## src/rtl/pmp_pkg.sv

```systemverilog
package pmp_pkg;

	// Field widths fixed by the packet format
	localparam int CODE_W   = 2;
	localparam int ADDR_W   = 10;
	localparam int IDX_W    = 7;
	localparam int SIZE_UNIT = 24;
	localparam int HDR_BYTES = 3;
	localparam int TRAILER_BYTES = 5;

	localparam logic [15:0] CRC_INIT = 16'hFFFF;
	localparam logic [15:0] CRC_POLY = 16'h1021;

	// Configuration register indexes (byte address bit 2)
	localparam logic REG_SIZE_CODE = 1'b0;
	localparam logic REG_ADDRESS   = 1'b1;

	// Controller to datapath
	typedef struct packed {
		logic       store;
		logic       start;
		logic       run;
		logic [1:0] cont;
		logic       first;
	} pmp_cmd_t;

	// Datapath to controller
	typedef struct packed {
		logic chunk_done;
		logic group_end;
		logic emit_done;
	} pmp_stat_t;

	// Packet length in bytes for a size code
	function automatic logic [IDX_W-1:0] packet_size(input logic [CODE_W-1:0] code);
		return IDX_W'(SIZE_UNIT * (int'(code) + 1));
	endfunction

	// Advance CRC-16-CCITT by one byte, MSB first
	function automatic logic [15:0] crc_byte(input logic [15:0] crc, input logic [7:0] b);
		logic [15:0] c;
		c = crc ^ {b, 8'h00};
		for (int i = 0; i < 8; i++) begin
			c = c[15] ? ({c[14:0], 1'b0} ^ CRC_POLY) : {c[14:0], 1'b0};
		end
		return c;
	endfunction

endpackage

```

## src/rtl/pmp_ctrl.sv

```systemverilog
module pmp_ctrl import pmp_pkg::*; (
	input  logic      clk,
	input  logic      arst_n,
	input  logic      in_valid,
	output logic      in_ready,
	input  pmp_stat_t stat,
	output pmp_cmd_t  cmd
);

	localparam logic ST_COLLECT = 1'b0;
	localparam logic ST_EMIT    = 1'b1;

	logic       state_q;
	logic [1:0] cont_q;
	logic       first_q;
	logic       accept;

	assign in_ready = (state_q == ST_COLLECT);
	assign accept   = in_valid && in_ready;

	// Drive the datapath
	always_comb begin
		cmd.store = accept;
		cmd.start = accept && stat.chunk_done;
		cmd.run   = (state_q == ST_EMIT);
		cmd.cont  = cont_q;
		cmd.first = first_q;
	end

	// Sequence collect and emit phases
	always_ff @(posedge clk or negedge arst_n) begin
		if (!arst_n) begin
			state_q <= ST_COLLECT;
			cont_q  <= 2'd0;
			first_q <= 1'b1;
		end else begin
			unique case (state_q)
				ST_COLLECT: begin
					if (cmd.start) begin
						state_q <= ST_EMIT;
						cont_q  <= cont_q + 2'd1;
						first_q <= stat.group_end;
					end
				end
				ST_EMIT: begin
					if (stat.emit_done) begin
						state_q <= ST_COLLECT;
					end
				end
				default: state_q <= ST_COLLECT;
			endcase
		end
	end

endmodule

```

## src/rtl/pmp_datapath.sv

```systemverilog
module pmp_datapath import pmp_pkg::*; #(
	parameter int MAX_PACKET_BYTES = 96
) (
	input  logic              clk,
	input  logic              arst_n,
	input  pmp_cmd_t          cmd,
	output pmp_stat_t         stat,
	input  logic [CODE_W-1:0] cfg_code,
	input  logic [ADDR_W-1:0] cfg_addr,
	input  logic [7:0]        data_byte,
	input  logic              end_of_group,
	output logic              out_valid,
	input  logic              out_ready,
	output logic [31:0]       packet_word,
	output logic              packet_end
);

	localparam int DEPTH = MAX_PACKET_BYTES - TRAILER_BYTES;
	localparam int AW    = $clog2(DEPTH);
	localparam int FW    = $clog2(DEPTH + 1);
	localparam logic [CODE_W-1:0] MAX_CODE = CODE_W'(MAX_PACKET_BYTES / SIZE_UNIT - 1);

	logic [7:0]        store_mem [DEPTH];

	logic [CODE_W-1:0] eff_code;
	logic [FW-1:0]     cap;
	logic [FW-1:0]     fill_q;
	logic [FW-1:0]     fill_clamp;
	logic [FW-1:0]     new_fill;
	logic [AW-1:0]     wr_addr;

	logic [23:0]       hdr_q;
	logic [IDX_W-1:0]  len_q;
	logic [IDX_W-1:0]  size_q;
	logic [IDX_W-1:0]  cnt_q;
	logic              fetch_live;
	logic              pay_fetch;
	logic [AW-1:0]     fetch_addr;
	logic              en;

	logic              valid_s1;
	logic [IDX_W-1:0]  idx_s1;
	logic [7:0]        rd_s1;

	logic [7:0]        byte_val;
	logic [15:0]       crc_q;
	logic [15:0]       crc_out;
	logic [23:0]       acc_q;
	logic              load;
	logic              last_byte;

	logic              out_valid_q;
	logic [31:0]       out_word_q;
	logic              out_end_q;

	// Clip the size code to what the store can hold
	assign eff_code   = (cfg_code > MAX_CODE) ? MAX_CODE : cfg_code;
	assign cap        = FW'(packet_size(eff_code) - IDX_W'(TRAILER_BYTES));
	assign fill_clamp = (fill_q >= cap) ? (cap - FW'(1)) : fill_q;
	assign new_fill   = fill_clamp + FW'(1);
	assign wr_addr    = AW'(fill_clamp);

	assign stat.chunk_done = (new_fill == cap) || end_of_group;
	assign stat.group_end  = end_of_group;

	// Fetch side of the byte engine
	assign en         = cmd.run && (!out_valid_q || out_ready);
	assign fetch_live = (cnt_q < size_q);
	assign pay_fetch  = (cnt_q >= IDX_W'(HDR_BYTES)) && ((cnt_q - IDX_W'(HDR_BYTES)) < len_q);
	assign fetch_addr = AW'(cnt_q - IDX_W'(HDR_BYTES));

	// Chunk store: write on each beat, read while emitting
	always_ff @(posedge clk) begin
		if (cmd.store) begin
			store_mem[wr_addr] <= data_byte;
		end
		if (en && fetch_live && pay_fetch) begin
			rd_s1 <= store_mem[fetch_addr];
		end
	end

	// Pick the packet byte at the current index
	assign crc_out = ~crc_q;
	always_comb begin
		if (idx_s1 < IDX_W'(HDR_BYTES)) begin
			case (idx_s1[1:0])
				2'd0:    byte_val = hdr_q[23:16];
				2'd1:    byte_val = hdr_q[15:8];
				default: byte_val = hdr_q[7:0];
			endcase
		end else if (idx_s1 == size_q - IDX_W'(2)) begin
			byte_val = crc_out[15:8];
		end else if (idx_s1 == size_q - IDX_W'(1)) begin
			byte_val = crc_out[7:0];
		end else if ((idx_s1 - IDX_W'(HDR_BYTES)) < len_q) begin
			byte_val = rd_s1;
		end else begin
			byte_val = 8'h00;
		end
	end

	assign last_byte      = (idx_s1 == size_q - IDX_W'(1));
	assign load           = en && valid_s1 && (idx_s1[1:0] == 2'd3);
	assign stat.emit_done = en && valid_s1 && last_byte;

	// Chunk fill and packet header
	always_ff @(posedge clk or negedge arst_n) begin
		if (!arst_n) begin
			fill_q <= '0;
		end else if (cmd.store) begin
			fill_q <= cmd.start ? '0 : new_fill;
		end
	end

	always_ff @(posedge clk) begin
		if (cmd.start) begin
			hdr_q  <= {eff_code, cmd.cont, cmd.first, end_of_group, cfg_addr, 1'b0,
				IDX_W'(new_fill)};
			len_q  <= IDX_W'(new_fill);
			size_q <= packet_size(eff_code);
		end
	end

	// Byte engine: advance one byte per enabled cycle
	always_ff @(posedge clk or negedge arst_n) begin
		if (!arst_n) begin
			cnt_q    <= '0;
			valid_s1 <= 1'b0;
		end else if (cmd.start) begin
			cnt_q    <= '0;
			valid_s1 <= 1'b0;
		end else if (en) begin
			if (fetch_live) begin
				valid_s1 <= 1'b1;
				cnt_q    <= cnt_q + IDX_W'(1);
			end else begin
				valid_s1 <= 1'b0;
			end
		end
	end

	always_ff @(posedge clk) begin
		if (en && fetch_live) begin
			idx_s1 <= cnt_q;
		end
	end

	// Run the CRC and pack bytes into words
	always_ff @(posedge clk) begin
		if (cmd.start) begin
			crc_q <= CRC_INIT;
		end else if (en && valid_s1) begin
			if (idx_s1 < size_q - IDX_W'(2)) begin
				crc_q <= crc_byte(crc_q, byte_val);
			end
			acc_q <= {acc_q[15:0], byte_val};
		end
		if (load) begin
			out_word_q <= {acc_q, byte_val};
			out_end_q  <= last_byte;
		end
	end

	// Output register: hold the word until the beat is taken
	always_ff @(posedge clk or negedge arst_n) begin
		if (!arst_n) begin
			out_valid_q <= 1'b0;
		end else if (load) begin
			out_valid_q <= 1'b1;
		end else if (out_ready) begin
			out_valid_q <= 1'b0;
		end
	end

	assign out_valid   = out_valid_q;
	assign packet_word = out_word_q;
	assign packet_end  = out_end_q;

endmodule

```

## src/rtl/packet_mode_packetizer_core.sv

```systemverilog
// Packet-mode packetizer. Data group bytes enter one per beat with an end-of-group
// flag; a packet of 24*(size code+1) bytes (clipped to MAX_PACKET_BYTES) leaves as
// 32-bit words, earliest byte in bits 31:24, packet_end on the last word. Bytes are
// taken one per cycle while a chunk is collected. Once a chunk closes, the input is
// held off while the packet is built from the chunk store (header, payload,
// padding, CRC), one byte per cycle unless the output is back-pressured. The next
// chunk may start while the last word of a packet waits. Registers: size code at
// 0x0, address at 0x4; write them only while no packet is in flight.
module packet_mode_packetizer_core import pmp_pkg::*; #(
	parameter int MAX_PACKET_BYTES = 96
) (
	input  logic        clk,
	input  logic        arst_n,
	input  logic        psel,
	input  logic        penable,
	input  logic        pwrite,
	input  logic [2:0]  paddr,
	input  logic [31:0] pwdata,
	output logic [31:0] prdata,
	output logic        pready,
	input  logic        in_valid,
	output logic        in_ready,
	input  logic [7:0]  data_byte,
	input  logic        end_of_group,
	output logic        out_valid,
	input  logic        out_ready,
	output logic [31:0] packet_word,
	output logic        packet_end
);

	logic [CODE_W-1:0] size_code_q;
	logic [ADDR_W-1:0] address_q;
	logic              reg_wr;
	pmp_cmd_t          cmd;
	pmp_stat_t         stat;

	assign pready = 1'b1;
	assign reg_wr = psel && penable && pwrite && pready;

	// Configuration registers
	always_ff @(posedge clk or negedge arst_n) begin
		if (!arst_n) begin
			size_code_q <= '0;
			address_q   <= '0;
		end else if (reg_wr) begin
			unique case (paddr[2])
				REG_SIZE_CODE: size_code_q <= pwdata[CODE_W-1:0];
				REG_ADDRESS:   address_q   <= pwdata[ADDR_W-1:0];
				default:       size_code_q <= size_code_q;
			endcase
		end
	end

	// Read back; unaligned addresses read zero
	always_comb begin
		prdata = '0;
		if (paddr[1:0] == 2'd0) begin
			unique case (paddr[2])
				REG_SIZE_CODE: prdata = {{(32 - CODE_W){1'b0}}, size_code_q};
				REG_ADDRESS:   prdata = {{(32 - ADDR_W){1'b0}}, address_q};
				default:       prdata = '0;
			endcase
		end
	end

	pmp_ctrl u_ctrl (
		.clk      (clk),
		.arst_n   (arst_n),
		.in_valid (in_valid),
		.in_ready (in_ready),
		.stat     (stat),
		.cmd      (cmd)
	);

	pmp_datapath #(
		.MAX_PACKET_BYTES (MAX_PACKET_BYTES)
	) u_datapath (
		.clk          (clk),
		.arst_n       (arst_n),
		.cmd          (cmd),
		.stat         (stat),
		.cfg_code     (size_code_q),
		.cfg_addr     (address_q),
		.data_byte    (data_byte),
		.end_of_group (end_of_group),
		.out_valid    (out_valid),
		.out_ready    (out_ready),
		.packet_word  (packet_word),
		.packet_end   (packet_end)
	);

endmodule

```

## config.mk

```make
export PLATFORM = sky130hd
export DESIGN_NAME = packet_mode_packetizer_core
export DESIGN_NICKNAME = d
export VERILOG_FILES = /design/src/rtl/pmp_pkg.sv /design/src/rtl/pmp_ctrl.sv /design/src/rtl/pmp_datapath.sv /design/src/rtl/packet_mode_packetizer_core.sv
export SDC_FILE = /design/constraint.sdc
export NUM_CORES = 1
export LEC_CHECK = 0
export ABC_AREA = 1
export BUFFER_PORTS_ARGS = -buffer_cell sky130_fd_sc_hd__buf_2
export CAP_MARGIN = 20
export CORE_AREA = 5 5 396 398
export CTS_BUF_LIST = sky130_fd_sc_hd__clkbuf_2 sky130_fd_sc_hd__clkbuf_4 sky130_fd_sc_hd__clkbuf_8
export DETAILED_ROUTE_END_ITERATION = 7
export DIE_AREA = 0 0 401 403
export PLACE_DENSITY_LB_ADDON = 0.08
export SYNTH_ARGS = -nofsm -noshare
export SYNTH_HDL_FRONTEND = slang
export SYNTH_SLANG_ARGS = --single-unit
```

## constraint.sdc

```tcl
create_clock -name clk -period 3.4 [get_ports clk]
set_input_delay 0.17 -clock clk [delete_from_list [all_inputs] [get_ports clk]]
set_output_delay 0.17 -clock clk [all_outputs]
set_load 0.05 [all_outputs]
```

==> results of run 1 <==
==> sequential cells by signal (all words and copies together), names as in the netlist, 7 cells and up <==
| register | flops |
|---|---|
| u_datapath.cnt_q | 7 |
| u_datapath.rd_s1 | 8 |
| u_datapath.acc_q | 24 |
| u_datapath.crc_q | 16 |
| u_datapath.packet_word | 32 |
| u_datapath.fill_q | 7 |
| u_datapath.hdr_q | 17 |
| address_q | 10 |
| u_datapath.idx_s1 | 7 |
| u_datapath.store_mem | 728 |
==> logic make-up after synthesis <==
family / count (synthesis) / synth area share [%]
XOR/XNOR: 18 / 0.434
other: 2 / 0.0207
adder cells (fa/ha/maj): 34 / 1.17
flip-flops: 875 / 71.4
AO/OA/AOI/OAI: 691 / 11.2
AND/OR/NAND/NOR: 1024 / 12.1
multiplexers: 8 / 0.248
buffers and inverters: 295 / 3.51
==> critical path: cells and delay by family (launching register included) <==
| kind | cells | cell delay, ns |
|---|---|---|
| flip-flops | 1 | 0.57 |
| AND/OR/NAND/NOR | 5 | 0.80 |
| buffers and inverters | 2 | 0.40 |
| adder cells (fa/ha/maj) | 1 | 0.20 |
| AO/OA/AOI/OAI | 4 | 0.95 |
==> power breakdown <==
group,switching [uW],internal [uW]
combinational,14400,6300
clock,4540,5910
sequential,503,12900
total,19400,25100
==> placed cells by master (no fill, tap or decap), types with 8 or more instances in the layout <==
cell type	instances
sky130_fd_sc_hd__a21oi_1	42
sky130_fd_sc_hd__buf_12	26
sky130_fd_sc_hd__buf_2	65
sky130_fd_sc_hd__buf_4	219
sky130_fd_sc_hd__bufinv_16	8
sky130_fd_sc_hd__clkbuf_4	49
sky130_fd_sc_hd__clkbuf_8	176
sky130_fd_sc_hd__clkinv_1	35
sky130_fd_sc_hd__clkinv_2	19
sky130_fd_sc_hd__conb_1	23
sky130_fd_sc_hd__dfrtp_1	30
sky130_fd_sc_hd__dfxtp_1	16
sky130_fd_sc_hd__dlygate4sd3_1	29
sky130_fd_sc_hd__edfxtp_1	827
sky130_fd_sc_hd__ha_1	31
sky130_fd_sc_hd__inv_1	84
sky130_fd_sc_hd__mux2_2	8
sky130_fd_sc_hd__nand2_1	272
sky130_fd_sc_hd__nand2_2	24
sky130_fd_sc_hd__nand3_1	154
sky130_fd_sc_hd__nand3_2	9
sky130_fd_sc_hd__nand4_1	9
sky130_fd_sc_hd__nor2_1	502
sky130_fd_sc_hd__nor2_2	8
sky130_fd_sc_hd__nor2_4	14
sky130_fd_sc_hd__o211ai_1	41
sky130_fd_sc_hd__o21ai_0	412
sky130_fd_sc_hd__o221ai_1	95
sky130_fd_sc_hd__o22ai_1	88
sky130_fd_sc_hd__xor2_1	10
==> layer usage <==
metal	part of all wire, %	wire, um	up-vias
met4	2.4	2880	0
met3	4.6	5440	177
li1	-	-	11500
met1	45	53700	12100
met5	0	0	-
met2	47	56000	560
==> path summary, 6_finish.rpt <==
check	to	start	slack, ns
max	u_datapath.rd_s1[6]$_DFFE_PP_	u_datapath.cnt_q[0]$_DFFE_PN0P_	0.16
min	u_datapath.hdr_q[18]$_DFFE_PP_	end_of_group	0.12
max reg2reg	u_datapath.rd_s1[6]$_DFFE_PP_	u_datapath.cnt_q[0]$_DFFE_PN0P_	0.16
min reg2reg	u_datapath.packet_word[31]$_DFFE_PP_	u_datapath.acc_q[23]$_DFFE_PP_	0.42
max in group asynchronous	u_datapath.cnt_q[0]$_DFFE_PN0P_	arst_n	2.72
min in group asynchronous	u_ctrl.first_q$_DFFE_PN1P_	arst_n	0.44
==> area by class of cell <==
| cell class | count | share of cell area (%) |
|---|---|---|
| diodes | 3 | 0.0169 |
| clock buffers | 225 | 6.27 |
| clock inverters | 71 | 1.23 |
| inverters | 95 | 0.835 |
| multi-input cells | 1801 | 21.2 |
| flip-flops and latches | 875 | 58.3 |
| well taps | 2044 | 5.75 |
| repair buffers | 343 | 6.35 |
==> stage by stage <==
| stage | utilization, % | std cells | power (uW) | cell area (um2) | hold WS, ns |
|---|---|---|---|---|---|
| final | 29.1 | 5457 | 44600 | 44500 | 0.122 |
| after global routing | 29.1 | 5455 | 47600 | 44500 | 0.0639 |
| after CTS | 28.9 | 5443 | 45300 | 44300 | 0.0100 |
| after detailed placement | 26.5 | 5117 | 34400 | 40600 | 0.344 |
| after global placement | 26.5 | 5117 | 34400 | 40600 | 0.333 |
| after floorplan | - | 2968 | 25400 | 36400 | -0.126 |
==> what timing repair did <==
action                                 CTS  global route
resized for setup                        6            32
setup endpoints to repair              196           681
endpoints found under the hold margin  425             0
cloned                                   0             3
hold buffers                            30             0
pin swaps                                0             5
setup buffers                            0             8
==> summary.log, run 1 <==
INFO  synthesis      synth.most_common_cell=sky130_fd_sc_hd__edfxtp_1
INFO  synthesis      yosysTopAreaCellShare=68.3%
INFO  setup_path     critical_path.most_common_cell=sky130_fd_sc_hd__nand2_1
INFO  sta            post-route-worst-setup-slack=0.159ns
INFO  routing        antenna_violating_nets_post_route=0
INFO  clock_tree     max-clock-path-buffers=3
INFO  synthesis      synth_top_cell_by_area=sky130_fd_sc_hd__edfxtp_1
INFO  routing        wirelength=118000um
INFO  routing        first_pass_drt_iterations=5
INFO  floorplanning  start_util=23.8%
INFO  routing        drcViolationCount=0
INFO  synthesis      seq_area_frac_synth=71.4%
INFO  synthesis      ys_warn_count=0
INFO  floorplanning  core_area=153000um2
INFO  routing        routedWlPerCell=21.6um
INFO  grt            antenna_violations_before_repair=1
INFO  grt            groute.layer.met3.usage=2.90%
INFO  sta            post-route-min-period=3.24ns
INFO  grt            grt_met2_usage=23.7%
INFO  sta            highest_clock_rate=0.309GHz
INFO  power          power-per-cell-area=1000nW/um2
INFO  final_layout   final_net_count=3364
INFO  sta            timing_hold_violations_final=0
INFO  final_layout   seqCellArea=26000um2
INFO  floorplanning  die-height=403um
INFO  grt            global_route.usage.total=14.2%
INFO  final_layout   n_fill_cell=15600
INFO  grt            first_global_vias=24900
INFO  clock_tree     htreeDepth=4
INFO  grt            globalRouteMet1Util=18.6%
INFO  floorplanning  rows=144
INFO  sta            grt_setup_unrepaired=true
INFO  place          gp_routability_congestion=0.775
INFO  setup_path     crit_chain=ha_4 -> nand2_1 -> inv_1 -> nor2_4 -> buf_4 -> o221ai_1 -> nand3_1 -> o21ai_0 -> o211ai_1 -> nand2_1 -> nand2_1 -> o21ai_0
INFO  setup_path     path_max_fanout=13
INFO  synthesis      synth_commonest_cells=sky130_fd_sc_hd__edfxtp_1 (827), sky130_fd_sc_hd__nor2_1 (509), sky130_fd_sc_hd__o21ai_0 (414), sky130_fd_sc_hd__nand2_1 (284), sky130_fd_sc_hd__nand3_1 (154)
INFO  grt            grt_start_max_net_pins=106
INFO  routing        vias_per_cell=4.46
INFO  routing        detailedRoute.firstIterationViolations=1614
INFO  setup_path     worst_ep_arrival=3.78ns
INFO  sta            final_skew=0.0338ns
INFO  setup_path     crit_path_end_kind=register
INFO  setup_path     cp_launch_type=register
INFO  synthesis      mappedNetlistArea=36400um2
INFO  run            maxCapViolations=0
INFO  synthesis      syn_inst=2947
INFO  clock_tree     clock-root-buffer=sky130_fd_sc_hd__clkbuf_8
INFO  synthesis      post_synth_num_cell_types=46
INFO  min_path       holdCritPathClass=in -> reg
INFO  synthesis      synthesized_flop_and_latch_total=875
INFO  synthesis      post_synth_main_area_contributors=sky130_fd_sc_hd__edfxtp_1 (68%), sky130_fd_sc_hd__o21ai_0 (5.7%), sky130_fd_sc_hd__nor2_1 (5.3%)
INFO  setup_path     required=3.94ns
INFO  place          numPortBuffers=73
INFO  sta            tightestPinTransition=0.983ns
INFO  final_layout   multiInputGateArea=9430um2
INFO  synthesis      dominantRegCellSynth=sky130_fd_sc_hd__edfxtp_1
INFO  grt            grt_first_pass_wirelength=171000um
INFO  setup_path     slowest_delay=0.57ns
INFO  synthesis      synthesized_area_per_cell=12.3um2
INFO  clock_tree     clkSlewWorstSetupHoldPaths=0.06ns
INFO  final_layout   layout-area-overhead-vs-synth=22.4%
INFO  floorplanning  die_w=401um
INFO  sta            slew_viol_final=0
INFO  sta            sum_of_negative_setup_slack=0ns
INFO  floorplanning  io_pins=119
INFO  sta            final_min_period_over_clock_period=95.3%
INFO  clock_tree     tritoncts=built
INFO  place          post-place-ws=-0.0491ns
INFO  synthesis      async_flop_share=3.66%
INFO  floorplanning  die_area=162000um2
INFO  clock_tree     tritoncts_num_sinks=875
INFO  synthesis      synth_enable_flop_cells=827
INFO  power          peakVddDrop=0.000635V
INFO  clock_tree     numCtsBuffers=163
INFO  power          total_leakage_power=0.0154uW
INFO  status         status=complete, no violations
INFO  min_path       hold_depth=2
INFO  sta            timing.max_slew.rel_slack=34.3%
INFO  grt            overflow=0
INFO  clock_tree     clkLatencyLatePin=0.85ns
INFO  setup_path     worstRegToRegCells=12
INFO  setup_path     cp_slowest_cell=sky130_fd_sc_hd__dfrtp_4
INFO  final_layout   post_route_cells_drive_above_1_share=20.0%
INFO  sta            setup_viol_count_final=0
INFO  setup_path     criticalPathCategory=reg -> reg
INFO  grt            global_route.peak_usage_layer=met2
INFO  place          dp_hpwl=72700um
INFO  routing        total_number_of_vias=24300
Note: power is estimated with default switching activity, not from simulation.
==> run 2: changes to the inputs <==
--- a/config.mk
+++ b/config.mk
@@ -10,8 +10,7 @@
 export CAP_MARGIN = 20
 export CORE_AREA = 5 5 396 398
-export CTS_BUF_LIST = sky130_fd_sc_hd__clkbuf_2 sky130_fd_sc_hd__clkbuf_4 sky130_fd_sc_hd__clkbuf_8
 export DETAILED_ROUTE_END_ITERATION = 7
 export DIE_AREA = 0 0 401 403
-export PLACE_DENSITY_LB_ADDON = 0.08
+export PLACE_DENSITY = 0.45
 export SYNTH_ARGS = -nofsm -noshare
 export SYNTH_HDL_FRONTEND = slang
==> constraint.sdc (replaced) <==
create_clock -name clk -period 3.4 [get_ports clk]
set_input_delay 0 -clock clk [delete_from_list [all_inputs] [get_ports clk]]
set_output_delay 0 -clock clk [all_outputs]
set_load 0.05 [all_outputs]
==> run 2 against run 1 <==
  * Power fell by 1.5%
  * Final cell count fell by 2.5%
  * Global-route usage fell by 1.7 points
  * Non-clock buffer count fell by 12
  * Sequential share of layout area rose by 0.37 points
  * Combinational power fell by 3%
  * Flip-flop and latch count did not move
  * Count of clock-buffer cells in the layout fell by 108
  * Maximum frequency fell by 3.3%
  * Hold slack got worse by 0.11 ns
  * Sequential power barely moved
  * Via count fell by 2.2%
  * Largest cell class unchanged
==> summary.log, run 2 (same netlist as run 1, synthesis figures left out) <==
INFO  status         status=complete, no violations
INFO  grt            grt_first_pass_wirelength=155000um [-9.2%]
INFO  sta            tightestPinTransition=1.07ns [+0.0859 ns]
INFO  floorplanning  die_area=162000um2 [unchanged]
INFO  final_layout   mostFrequentLayoutCell=sky130_fd_sc_hd__edfxtp_1
INFO  final_layout   layoutNonFillerInstCount=5321 [-2.5%]
INFO  final_layout   final_net_count=3286 [-2.3%]
INFO  routing        wl_met3=4680um [-14%]
INFO  routing        top_signal_layer_used=met4
INFO  final_layout   final_util=28.9% [-0.18 points]
INFO  final_layout   seqCellArea=26000um2 [unchanged]
INFO  setup_path     criticalPathCategory=reg -> reg
INFO  floorplanning  rows=144 [unchanged]
INFO  routing        routedWlPerCell=19.6um [-9.3%]
INFO  clock_tree     max-clock-path-buffers=3 [unchanged]
INFO  floorplanning  core_area=153000um2 [unchanged]
INFO  setup_path     worstRegToRegCells=14 [+2]
INFO  routing        detailedRoute.firstIterationViolations=2056 [+27%]
INFO  routing        vias_per_cell=4.47 [+0.31%]
INFO  clock_tree     clkSlewWorstSetupHoldPaths=0.06ns [about the same]
INFO  clock_tree     clkLatencyLatePin=0.70ns [-0.15 ns]
INFO  grt            grt_start_max_net_pins=79 [-25%]
INFO  final_layout   commonest_cells_after_routing_fill_and_taps_aside=sky130_fd_sc_hd__edfxtp_1 (827), sky130_fd_sc_hd__nor2_1 (499), sky130_fd_sc_hd__o21ai_0 (414)
INFO  setup_path     worst_ep_arrival=3.77ns [about the same]
INFO  final_layout   post_route_cells_drive_above_1_share=16.7% [-3.3 points]
INFO  routing        drcViolationCount=0 [unchanged]
INFO  power          power-per-cell-area=993nW/um2 [-0.84%]
INFO  clock_tree     clock-root-buffer=sky130_fd_sc_hd__clkbuf_16
INFO  place          place_inst=5115 [-0.039%]
INFO  clock_tree     htreeDepth=3 [-1]
INFO  place          post_dp_cell_area=40600um2 [about the same]
INFO  routing        first_pass_drt_iterations=6 [+1]
INFO  min_path       holdCritPathClass=in -> reg
INFO  power          peakVddDrop=0.000638V [+0.51%]
INFO  clock_tree     tritoncts_num_sinks=875 [unchanged]
INFO  final_layout   largest_register_ffs=728 [unchanged]
INFO  place          gp_routability_congestion=0.789 [+1.8%]
INFO  final_layout   multiInputGateArea=9460um2 [+0.23%]
INFO  setup_path     cp_launch_type=register
INFO  clock_tree     numCtsBuffers=96 [-41%]
INFO  min_path       hold_depth=1 [-1]
INFO  grt            overflow=0 [unchanged]
INFO  setup_path     path_max_fanout=6 [-7]
INFO  routing        wl_met2=47500um [-15%]
INFO  grt            global_route.usage.total=12.5% [-1.7 points]
INFO  final_layout   top_register=u_datapath.store_mem
INFO  setup_path     required=3.82ns [-0.12 ns]
INFO  sta            highest_clock_rate=0.298GHz [-3.3%]
INFO  power          total_leakage_power=0.0152uW [-1.6%]
INFO  sta            timing.max_slew.rel_slack=28.8% [-5.6 points]
INFO  sta            slew_viol_final=0 [unchanged]
INFO  sta            final_skew=0.0391ns [+0.00523 ns]
INFO  place          dp_hpwl=63800um [-12%]
INFO  sta            setup_viol_count_final=0 [unchanged]
INFO  floorplanning  die_w=401um [unchanged]
INFO  clock_tree     tritoncts=built
INFO  final_layout   stdcell_area=44200um2 [-0.64%]
INFO  routing        total_number_of_vias=23800 [-2.2%]
INFO  final_layout   n_fill_cell=15600 [-0.13%]
INFO  grt            first_global_vias=23600 [-5.4%]
INFO  floorplanning  io_pins=119 [unchanged]
INFO  sta            final_min_period_over_clock_period=98.6% [+3.3 points]
INFO  run            maxCapViolations=0 [unchanged]
INFO  routing        antenna_violating_nets_post_route=0 [unchanged]
INFO  sta            post-route-min-period=3.35ns [+0.112 ns]
INFO  final_layout   layout-area-overhead-vs-synth=21.6%
INFO  routing        wirelength=104000um [-12%]
INFO  final_layout   num_antenna_cells=0 [-3]
INFO  place          numPortBuffers=73 [unchanged]
INFO  routing        detail_route.wirelength.met1=49300um [-8.1%]
INFO  setup_path     crit_path_end_kind=register
INFO  sta            timing_hold_violations_final=0 [unchanged]
INFO  grt            antenna_violations_before_repair=0 [-1]
INFO  floorplanning  die-height=403um [unchanged]
INFO  sta            hold_slack=0.0172ns [-0.105 ns]
INFO  floorplanning  start_util=23.8% [unchanged]
-- run 2: cell types whose count changed in the layout (fill, tap and decap cells not counted), sizes merged --
cell / before / now
clkinv: 54 / 36
dlygate4sd3: 29 / 26
bufinv: 8 / 11
nand2: 306 / 307
buf: 314 / 305
clkbuf: 225 / 117
inv: 99 / 100
diode: 3 / 0
-- run 2: per-layer routing --
layer / track usage (%) / up-vias
met5: 0 / -
met4: 3.50 / 0
met3: 2.25 / 153
met2: 19.9 / 564
met1: 17.5 / 11800
li1: - / 11300
-- run 2: per-stage QoR --
step	worst slack, ns	power (uW)	setup TNS (ns)
after CTS	0.000262	44100	0
after global routing	-0.0121	46700	-0.0656
after global placement	0.0748	33500	0
after detailed placement	0.0635	33500	0
final	0.0470	43900	0
after floorplan	0.206	25400	0
-- run 2: worst paths after layout --
check | end | slack, ns | start
max | u_datapath.rd_s1[6]$_DFFE_PP_ | 0.05 | u_datapath.cnt_q[0]$_DFFE_PN0P_
min | u_datapath.store_mem[2][2]$_DFFE_PP_ | 0.02 | data_byte[2]
max reg2reg | u_datapath.rd_s1[6]$_DFFE_PP_ | 0.05 | u_datapath.cnt_q[0]$_DFFE_PN0P_
min reg2reg | u_datapath.packet_word[24]$_DFFE_PP_ | 0.42 | u_datapath.acc_q[16]$_DFFE_PP_
max in group asynchronous | u_datapath.cnt_q[0]$_DFFE_PN0P_ | 2.55 | arst_n
min in group asynchronous | u_datapath.fill_q[0]$_DFFE_PN0P_ | 0.37 | arst_n
-- run 2: final cells by class --
| type | count | share of cell area (%) |
|---|---|---|
| well taps | 2044 | 5.78 |
| multi-input cells | 1802 | 21.4 |
| repair buffers | 331 | 6.11 |
| flip-flops and latches | 875 | 58.7 |
| clock buffers | 117 | 5.66 |
| clock inverters | 57 | 1.51 |
| inverters | 95 | 0.841 |
-- run 2: repair_timing --
item | 4_1_cts | 5_1_grt
hold buffers | 27 | 0
endpoints found under the hold margin | 323 | 0
buffers inserted | 0 | 1
endpoints found under the setup margin | 0 | 677
gates resized for setup | 0 | 33
-- run 2: critical path: stages (launching register included) --
cell,delay [ns]
sky130_fd_sc_hd__dfrtp_4,0.55
sky130_fd_sc_hd__nand2_1,0.10
sky130_fd_sc_hd__inv_1,0.05
sky130_fd_sc_hd__or2_2,0.33
sky130_fd_sc_hd__nor2_1,0.10
sky130_fd_sc_hd__a21oi_1,0.07
sky130_fd_sc_hd__nor2_1,0.41
sky130_fd_sc_hd__inv_1,0.26
sky130_fd_sc_hd__buf_4,0.24
sky130_fd_sc_hd__buf_4,0.16
sky130_fd_sc_hd__o211ai_1,0.22
sky130_fd_sc_hd__nand2_1,0.21
sky130_fd_sc_hd__nand2_1,0.12
sky130_fd_sc_hd__o21ai_0,0.10
sky130_fd_sc_hd__buf_4,0.16
-- run 2: where the power goes --
part           leakage, uW  internal [uW]  switching [uW]
clock network      0.00153           6110            4400
registers          0.00801          12900             468
logic              0.00566           6170           13800
